--- src/design/life_generation_row_stencil_defines.svh ---
// Assertion macros for the row stencil block.
// Each macro takes a label, a trigger and a consequence, clocked on clk and
// disabled during rst.
`ifndef LIFE_GENERATION_ROW_STENCIL_DEFINES_SVH
`define LIFE_GENERATION_ROW_STENCIL_DEFINES_SVH

`ifndef NO_ASSERTIONS
// consequence holds in the same cycle as the trigger
`define LGRS_ASSERT_SAME(label, trig, cons) \
  label: assert property (@(posedge clk) disable iff (rst) (trig) |-> (cons)) \
    else $error("lgrs: same-cycle check failed");
// consequence holds in the cycle after the trigger
`define LGRS_ASSERT_NEXT(label, trig, cons) \
  label: assert property (@(posedge clk) disable iff (rst) (trig) |=> (cons)) \
    else $error("lgrs: next-cycle check failed");
`else
`define LGRS_ASSERT_SAME(label, trig, cons)
`define LGRS_ASSERT_NEXT(label, trig, cons)
`endif

`endif

--- src/design/lgrs_pkg.sv ---
`default_nettype none

package lgrs_pkg;

  // fixed field widths
  localparam int ROW_BITS   = 64;
  localparam int WIDTH_BITS = 7;

  // default number of columns the hardware holds
  localparam int MAX_WIDTH_DEF = 64;

  // grid width after reset
  localparam logic [WIDTH_BITS-1:0] GRID_WIDTH_RESET = 7'd64;

  // B3/S23 neighbour counts
  localparam logic [3:0] BIRTH_COUNT   = 4'd3;
  localparam logic [3:0] SURVIVE_COUNT = 4'd2;

  // result queue depth, power of two, at least 4
  localparam int QUEUE_DEPTH = 4;

  // one result item
  typedef struct packed {
    logic [ROW_BITS-1:0] next_row;
    logic                last_out;
  } result_t;

  // which of the two result slots an accepted row fills
  typedef struct packed {
    logic first;
    logic second;
  } push_t;

endpackage

`default_nettype wire

--- src/design/lgrs_lane.sv ---
`default_nettype none

// One cell: next state from its 3x3 window (bit 1 of each is this column).
module lgrs_lane (
  input  wire logic [2:0] up,
  input  wire logic [2:0] mid,
  input  wire logic [2:0] down,
  input  wire logic       col_en,
  output logic            next_cell
);

  logic [3:0] neighbours;

  // eight neighbours, centre excluded
  assign neighbours = {3'b000, up[0]}   + {3'b000, up[1]}   + {3'b000, up[2]}
                    + {3'b000, mid[0]}                      + {3'b000, mid[2]}
                    + {3'b000, down[0]} + {3'b000, down[1]} + {3'b000, down[2]};

  assign next_cell = col_en & ((neighbours == lgrs_pkg::BIRTH_COUNT) |
                               (mid[1] & (neighbours == lgrs_pkg::SURVIVE_COUNT)));

endmodule

`default_nettype wire

--- src/design/lgrs_evolve.sv ---
`default_nettype none

// Row of lanes, one per column, merged into one masked result row.
module lgrs_evolve #(
  parameter int MAX_WIDTH = lgrs_pkg::MAX_WIDTH_DEF
) (
  input  wire logic [MAX_WIDTH-1:0]            up,
  input  wire logic [MAX_WIDTH-1:0]            mid,
  input  wire logic [MAX_WIDTH-1:0]            down,
  input  wire logic [lgrs_pkg::WIDTH_BITS-1:0] grid_width,
  output logic      [lgrs_pkg::ROW_BITS-1:0]   row
);

  logic [MAX_WIDTH-1:0] col_en;
  logic [MAX_WIDTH+1:0] up_pad;
  logic [MAX_WIDTH+1:0] mid_pad;
  logic [MAX_WIDTH+1:0] down_pad;
  logic [MAX_WIDTH-1:0] lane_out;

  // column enables from the configured width
  always_comb begin
    for (int j = 0; j < MAX_WIDTH; j++) begin
      col_en[j] = (grid_width > lgrs_pkg::WIDTH_BITS'(j));
    end
  end

  // mask and pad with a dead column on each side
  assign up_pad   = {1'b0, up   & col_en, 1'b0};
  assign mid_pad  = {1'b0, mid  & col_en, 1'b0};
  assign down_pad = {1'b0, down & col_en, 1'b0};

  for (genvar j = 0; j < MAX_WIDTH; j++) begin : g_lane
    lgrs_lane u_lane (
      .up       (up_pad[j+2:j]),
      .mid      (mid_pad[j+2:j]),
      .down     (down_pad[j+2:j]),
      .col_en   (col_en[j]),
      .next_cell(lane_out[j])
    );
  end

  // merge lanes into the full-width row
  always_comb begin
    row                = '0;
    row[MAX_WIDTH-1:0] = lane_out;
  end

endmodule

`default_nettype wire

--- src/design/lgrs_queue.sv ---
`default_nettype none

// Result queue: takes up to two results per cycle, hands out one.
module lgrs_queue #(
  parameter int DEPTH = lgrs_pkg::QUEUE_DEPTH
) (
  input  wire logic              clk,
  input  wire logic              rst,
  input  wire lgrs_pkg::push_t   push,
  input  wire lgrs_pkg::result_t data_first,
  input  wire lgrs_pkg::result_t data_second,
  output logic                   has_room,
  output logic                   head_valid,
  output lgrs_pkg::result_t      head,
  input  wire logic              pop
);

  localparam int PTR_W = $clog2(DEPTH);
  localparam int CNT_W = $clog2(DEPTH + 1);

  lgrs_pkg::result_t mem [DEPTH];

  logic [PTR_W-1:0] wr_ptr;
  logic [PTR_W-1:0] rd_ptr;
  logic [CNT_W-1:0] count;
  logic [CNT_W-1:0] count_next;
  logic [1:0]       num_push;
  logic             do_pop;

  assign num_push = {1'b0, push.first} + {1'b0, push.second};
  assign do_pop   = pop & head_valid;

  always_comb begin
    count_next = count + CNT_W'(num_push) - CNT_W'(do_pop);
  end

  // storage
  always_ff @(posedge clk) begin
    if (push.first) begin
      mem[wr_ptr] <= data_first;
    end
    if (push.second) begin
      mem[wr_ptr + PTR_W'(1)] <= data_second;
    end
  end

  // pointers and fill level
  always_ff @(posedge clk) begin
    if (rst) begin
      wr_ptr <= '0;
      rd_ptr <= '0;
      count  <= '0;
    end else begin
      wr_ptr <= wr_ptr + PTR_W'(num_push);
      if (do_pop) begin
        rd_ptr <= rd_ptr + PTR_W'(1);
      end
      count <= count_next;
    end
  end

  assign head_valid = (count != '0);
  assign head       = mem[rd_ptr];
  // room for the two results a final row may bring
  assign has_room   = (count <= CNT_W'(DEPTH - 2));

endmodule

`default_nettype wire

--- src/design/life_generation_row_stencil.sv ---
// One Game of Life generation (B3/S23), one grid row per request.
// A result is queued when the row that completes it is taken; one row per
// cycle is taken while the four-entry result queue has room, and a final row
// yields two results if a row is held, drained one per cycle while out_ready.
// Reset (rst, synchronous): grid_width to 64, held rows cleared, queue empty.
`default_nettype none

`include "life_generation_row_stencil_defines.svh"

module life_generation_row_stencil #(
  parameter int MAX_WIDTH = lgrs_pkg::MAX_WIDTH_DEF
) (
  input  wire logic                            clk,
  input  wire logic                            rst,
  // configuration write
  input  wire logic                            cfg_valid,
  output logic                                 cfg_ready,
  input  wire logic [lgrs_pkg::WIDTH_BITS-1:0] cfg_data,
  // row input
  input  wire logic                            in_valid,
  output logic                                 in_ready,
  input  wire logic [lgrs_pkg::ROW_BITS-1:0]   row_cells,
  input  wire logic                            last_row,
  // result output
  output logic                                 out_valid,
  input  wire logic                            out_ready,
  output logic      [lgrs_pkg::ROW_BITS-1:0]   next_row,
  output logic                                 last_out
);

  logic [lgrs_pkg::WIDTH_BITS-1:0] grid_width;
  logic [MAX_WIDTH-1:0]            row_above;
  logic [MAX_WIDTH-1:0]            row_middle;
  logic                            have_middle;

  logic [MAX_WIDTH-1:0]          row_in;
  logic [MAX_WIDTH-1:0]          col_mask;
  logic [MAX_WIDTH-1:0]          row_kept;
  logic                          accept;
  logic [lgrs_pkg::ROW_BITS-1:0] inner_row;
  logic [lgrs_pkg::ROW_BITS-1:0] bottom_row;
  lgrs_pkg::push_t               push;
  lgrs_pkg::result_t             res_first;
  lgrs_pkg::result_t             res_second;
  lgrs_pkg::result_t             head;

  assign row_in    = row_cells[MAX_WIDTH-1:0];
  assign accept    = in_valid & in_ready;
  assign cfg_ready = 1'b1;

  // columns in use at the time a row is taken
  always_comb begin
    for (int j = 0; j < MAX_WIDTH; j++) begin
      col_mask[j] = (grid_width > lgrs_pkg::WIDTH_BITS'(j));
    end
  end

  // a held row keeps the mask it came in with
  assign row_kept = row_in & col_mask;

  // width register
  always_ff @(posedge clk) begin
    if (rst) begin
      grid_width <= lgrs_pkg::GRID_WIDTH_RESET;
    end else if (cfg_valid && cfg_ready) begin
      grid_width <= cfg_data;
    end
  end

  // row window: held row and the one above it
  always_ff @(posedge clk) begin
    if (rst) begin
      row_above   <= '0;
      row_middle  <= '0;
      have_middle <= 1'b0;
    end else if (accept) begin
      if (last_row) begin
        row_above   <= '0;
        row_middle  <= '0;
        have_middle <= 1'b0;
      end else begin
        row_above   <= have_middle ? row_middle : '0;
        row_middle  <= row_kept;
        have_middle <= 1'b1;
      end
    end
  end

  // held row with the new row below it
  lgrs_evolve #(.MAX_WIDTH(MAX_WIDTH)) u_inner (
    .up        (row_above),
    .mid       (row_middle),
    .down      (row_in),
    .grid_width(grid_width),
    .row       (inner_row)
  );

  // new row as bottom edge; held row is zero when none is held
  lgrs_evolve #(.MAX_WIDTH(MAX_WIDTH)) u_bottom (
    .up        (row_middle),
    .mid       (row_in),
    .down      ('0),
    .grid_width(grid_width),
    .row       (bottom_row)
  );

  // result slots in output order
  always_comb begin
    push.first           = accept & (have_middle | last_row);
    push.second          = accept & have_middle & last_row;
    res_first.next_row   = have_middle ? inner_row : bottom_row;
    res_first.last_out   = ~have_middle;
    res_second.next_row  = bottom_row;
    res_second.last_out  = 1'b1;
  end

  lgrs_queue #(.DEPTH(lgrs_pkg::QUEUE_DEPTH)) u_queue (
    .clk        (clk),
    .rst        (rst),
    .push       (push),
    .data_first (res_first),
    .data_second(res_second),
    .has_room   (in_ready),
    .head_valid (out_valid),
    .head       (head),
    .pop        (out_ready)
  );

  assign next_row = head.next_row;
  assign last_out = head.last_out;

  // checks
  `LGRS_ASSERT_NEXT(a_last_clears, accept && last_row, !have_middle)
  `LGRS_ASSERT_NEXT(a_row_held, accept && !last_row, have_middle)
  `LGRS_ASSERT_NEXT(a_last_gives_result, accept && last_row, out_valid)
  `LGRS_ASSERT_SAME(a_pair_only_with_first, push.second, push.first)

endmodule

`default_nettype wire

--- config.mk ---
export PLATFORM = sky130hd
export DESIGN_NAME = life_generation_row_stencil
export DESIGN_NICKNAME = d
export VERILOG_FILES = /design/src/design/lgrs_pkg.sv /design/src/design/lgrs_lane.sv /design/src/design/lgrs_evolve.sv /design/src/design/lgrs_queue.sv /design/src/design/life_generation_row_stencil.sv
export VERILOG_INCLUDE_DIRS = /design/src /design/src/design
export SDC_FILE = /design/constraint.sdc
export NUM_CORES = 2
export LEC_CHECK = 0
export BUFFER_PORTS_ARGS = -buffer_cell sky130_fd_sc_hd__buf_2
export CAP_MARGIN = 20
export CORE_ASPECT_RATIO = 0.8
export CORE_UTILIZATION = 44
export DETAILED_ROUTE_END_ITERATION = 6
export HOLD_SLACK_MARGIN = 0.02
export PLACE_DENSITY_LB_ADDON = 0.2
export SLEW_MARGIN = 5
export SYNTH_ARGS = -nofsm -noshare
export SYNTH_HDL_FRONTEND = slang
export SYNTH_HIERARCHICAL = 1
export SYNTH_SLANG_ARGS = --single-unit
export TNS_END_PERCENT = 20
--- constraint.sdc ---
create_clock -name clk -period 8.75 [get_ports clk]
set_input_delay 1.75 -clock clk [delete_from_list [all_inputs] [get_ports clk]]
set_output_delay 1.75 -clock clk [all_outputs]
set_load 0.01 [all_outputs]
==> impl_metrics.py <==
metrics = {
    "status": {
        "status": "finished, final reports clean",
    },
    "synth": {
        "syn_area_sq_mm": 0.0459,
        "synth_area_leaders": "fa_1 (22%), edfxtp_1 (17%), ha_1 (11%)",
        "synth_top_area_cell": "fa_1",
        "ys_seq_area_frac": 0.234,
        "synth_edf_count": 260,
        "synth_commonest_cells": "inv_1 (694), fa_1 (513), ha_1 (389), and2_1 (278), edfxtp_1 (260)",
        "avgSynthCellArea_sq_um": 11.0,
        "ys.flop_type": "edfxtp_1",
        "ys_ff_latch": 405,
        "syn_inst": 4165,
        "yosys_warnings": 6,
        "synthArstFlopShare": 0,
        "yosysTopAreaCellShare": 0.224,
        "yosys.cell_count.top_type": "inv_1",
        "synth_cell_types": 82,
    },
    "grt": {
        "grt_start_max_net_pins": 82,
        "grt_remaining_overflow": 0,
        "grt_pass1_vias": 32100,
        "grt_pass1_wl_mm": 186,
        "antenna_found_initial": 7,
        "grtUsageTotal": 0.226,
    },
    "timing": {
        "rsz0062_at_grt": "no",
        "fin_crit_sh": 0.648,
        "drv_slew": 0,
        "layout_setup_ws_ns": 3.08,
        "fin_worst_skew_ns": 0.0254,
        "hold_violations": 0,
        "slew_headroom": 0.210,
        "setup_viol": 0,
        "worst_pin_slew_ns": 1.18,
        "setup_tns_ns": 0,
        "clock.fmax_mhz": 176,
        "period_needed_ns": 5.67,
    },
    "floorplan": {
        "chipWidth_microns": 363,
        "fp.dieH_microns": 291,
        "dieArea_sq_mm": 0.106,
        "start_util": 0.446,
        "pin_count": 145,
        "core-area_sq_mm": 0.103,
        "num_rows": 105,
    },
    "critical_path": {
        "cp_common_cell": "fa_1",
        "cp_cell_sequence": "buf_4 -> nand3_1 -> a21oi_1 -> and2_1 -> inv_1 -> fa_1 -> inv_1 -> fa_1 -> fa_1 -> o211ai_1 -> a211oi_2 -> mux2_2 -> mux2_1",
        "critical_path_class": "reg -> reg",
        "worst_path_largest_cell_delay_ns": 0.79,
        "cp_slowest_cell": "a21oi_1",
        "critPathCaptureType": "register",
        "worstPathArrival_ns": 6.05,
        "required_ns": 9.12,
        "worstSetupStartpointType": "register",
        "crit_path_max_fanout": 41,
    },
    "pwr": {
        "p_per_area_mw_per_mm2": 177,
        "ir_drop_v": 0.000190,
        "total_power_uw": 8830,
        "leakage_uw": 0.0224,
    },
    "clocking": {
        "cts_buffers": 47,
        "cts_resized": 0,
        "clock_path_buffers": 3,
        "clk_latency_ns": 0.62,
        "cts_setup_buffers": 0,
        "htreeDepth": 2,
        "clk_pin_slew_worst_paths_ns": 0.06,
        "cts_sinks": 405,
        "cts_hold_buffers": 0,
        "cts_tree": "built",
        "root_buffer": "clkbuf_16",
    },
    "finish": {
        "finalNonFillerCells": 5766,
        "drive_above_1_share": 0.167,
        "nNetsFinal": 5311,
        "syn_to_final_growth_pct": 8.54,
    },
    "routing": {
        "drc": 0,
        "drt_iter0_drc": 2000,
        "wl_per_cell_microns": 20.4,
        "firstDrtPassIters": 6,
        "vias": 31335,
        "routed_wirelength_mm": 118,
        "antenna_left": 0,
        "via_per_inst": 5.43,
    },
    "hold_path": {
        "hold_path.class": "reg -> reg",
    },
    "run": {
        "maxCapViolations": 0,
    },
    "place": {
        "post-dp-hpwl_mm": 94.1,
        "place_inst": 5674,
        "portBuffers": 143,
        "routabilityCongestion": 0.883,
        "post-place-ws_ns": 3.17,
    },
}
==> stage by stage <==
step	util	instance area [sq um]	hold WS [ns]
2_1_floorplan	-	46100	0.435
3_3_place_gp	0.468	48200	0.482
3_5_place_dp	0.468	48200	0.491
4_1_cts	0.484	49800	0.505
5_1_grt	0.484	49800	0.526
6_report	0.484	49800	0.499
==> path summary, 6_finish.rpt <==
check,from,to,slack [ns],depth (start not counted)
hold / removal,row_above[16]$_SDFFE_PP0P_,row_above[16]$_SDFFE_PP0P_,0.50,2
setup / recovery,grid_width[2]$_SDFFE_PP0P_,u_queue/mem[1][40]$_DFFE_PP_,3.08,13
setup reg to reg,grid_width[2]$_SDFFE_PP0P_,u_queue/mem[1][40]$_DFFE_PP_,3.08,13
hold reg to reg,row_above[16]$_SDFFE_PP0P_,row_above[16]$_SDFFE_PP0P_,0.50,2
==> cell families after synthesis <==
family                   after synthesis  share of synthesized area
AO/OA/AOI/OAI                        650                      0.118
flip-flops                           405                      0.234
multiplexers                         400                      0.116
adder cells (fa/ha/maj)              902                      0.330
XOR/XNOR                               2                    0.00101
buffers and inverters                833                     0.0745
other                                  4                   0.000327
AND/OR/NAND/NOR                      969                      0.126
==> power by group <==
group / switching, uW / internal (uW) / leakage [uW] / total, uW
logic: 2250 / 1990 / 0.0180 / 4240
clock network: 858 / 1220 / 0.000781 / 2080
registers: 117 / 2390 / 0.00359 / 2510
==> state kept, by name (all words and copies together), names as in the netlist, named ones only <==
name	flops
u_queue/mem	260
row_above	64
row_middle	64
grid_width	7
u_queue/count	3
u_queue/rd_ptr	2
u_queue/wr_ptr	2
have_middle	1
==> cell usage in the layout, fill, tap and decap left out, types with 34 or more instances in the layout <==
master	instances
inv_1	694
fa_1	513
ha_1	389
and2_1	278
edfxtp_1	260
mux2_2	238
buf_2	142
dfxtp_1	136
nand3b_1	132
nor2_1	123
nor2b_1	115
nand2_1	110
o211ai_1	95
or2_1	92
a21oi_1	91
o211a_1	91
a211oi_2	90
conb_1	81
a22oi_1	69
mux4_2	65
mux2_1	59
clkbuf_16	49
nand2b_1	41
o2111ai_1	41
buf_4	35
o21ai_1	34
==> critical path: cells and delay by family, from the launching register on <==
family | cells | cell delay [ns]
compound gates | 3 | 1.02
mux | 2 | 0.60
fa+ha+maj | 3 | 1.42
flops | 1 | 0.72
simple gates | 2 | 1.01
buf+inv | 3 | 0.62
==> routing by layer <==
| metal | global-route usage | vias to the layer above | wire length, microns |
|---|---|---|---|
| met5 | 0 | - | 31 |
| met3 | 0.0372 | 119 | 6330 |
| met2 | 0.338 | 638 | 50400 |
| met1 | 0.343 | 15839 | 58800 |
| met4 | 0.0429 | 4 | 1930 |
| li1 | - | 14735 | - |
==> cell type report <==
class                           count  area (sq um)
Clock inverter                     23           262
Tap cell                         1391          1740
Antenna cell                        4          10.0
Multi-Input combinational cell   3004         32100
Sequential cell                   405         10700
Timing Repair Buffer              177           973
Clock buffer                       65          1340
Inverter                          697          2620
Fill cell                        9459         53100
Note: power is estimated with default switching activity, not from simulation.
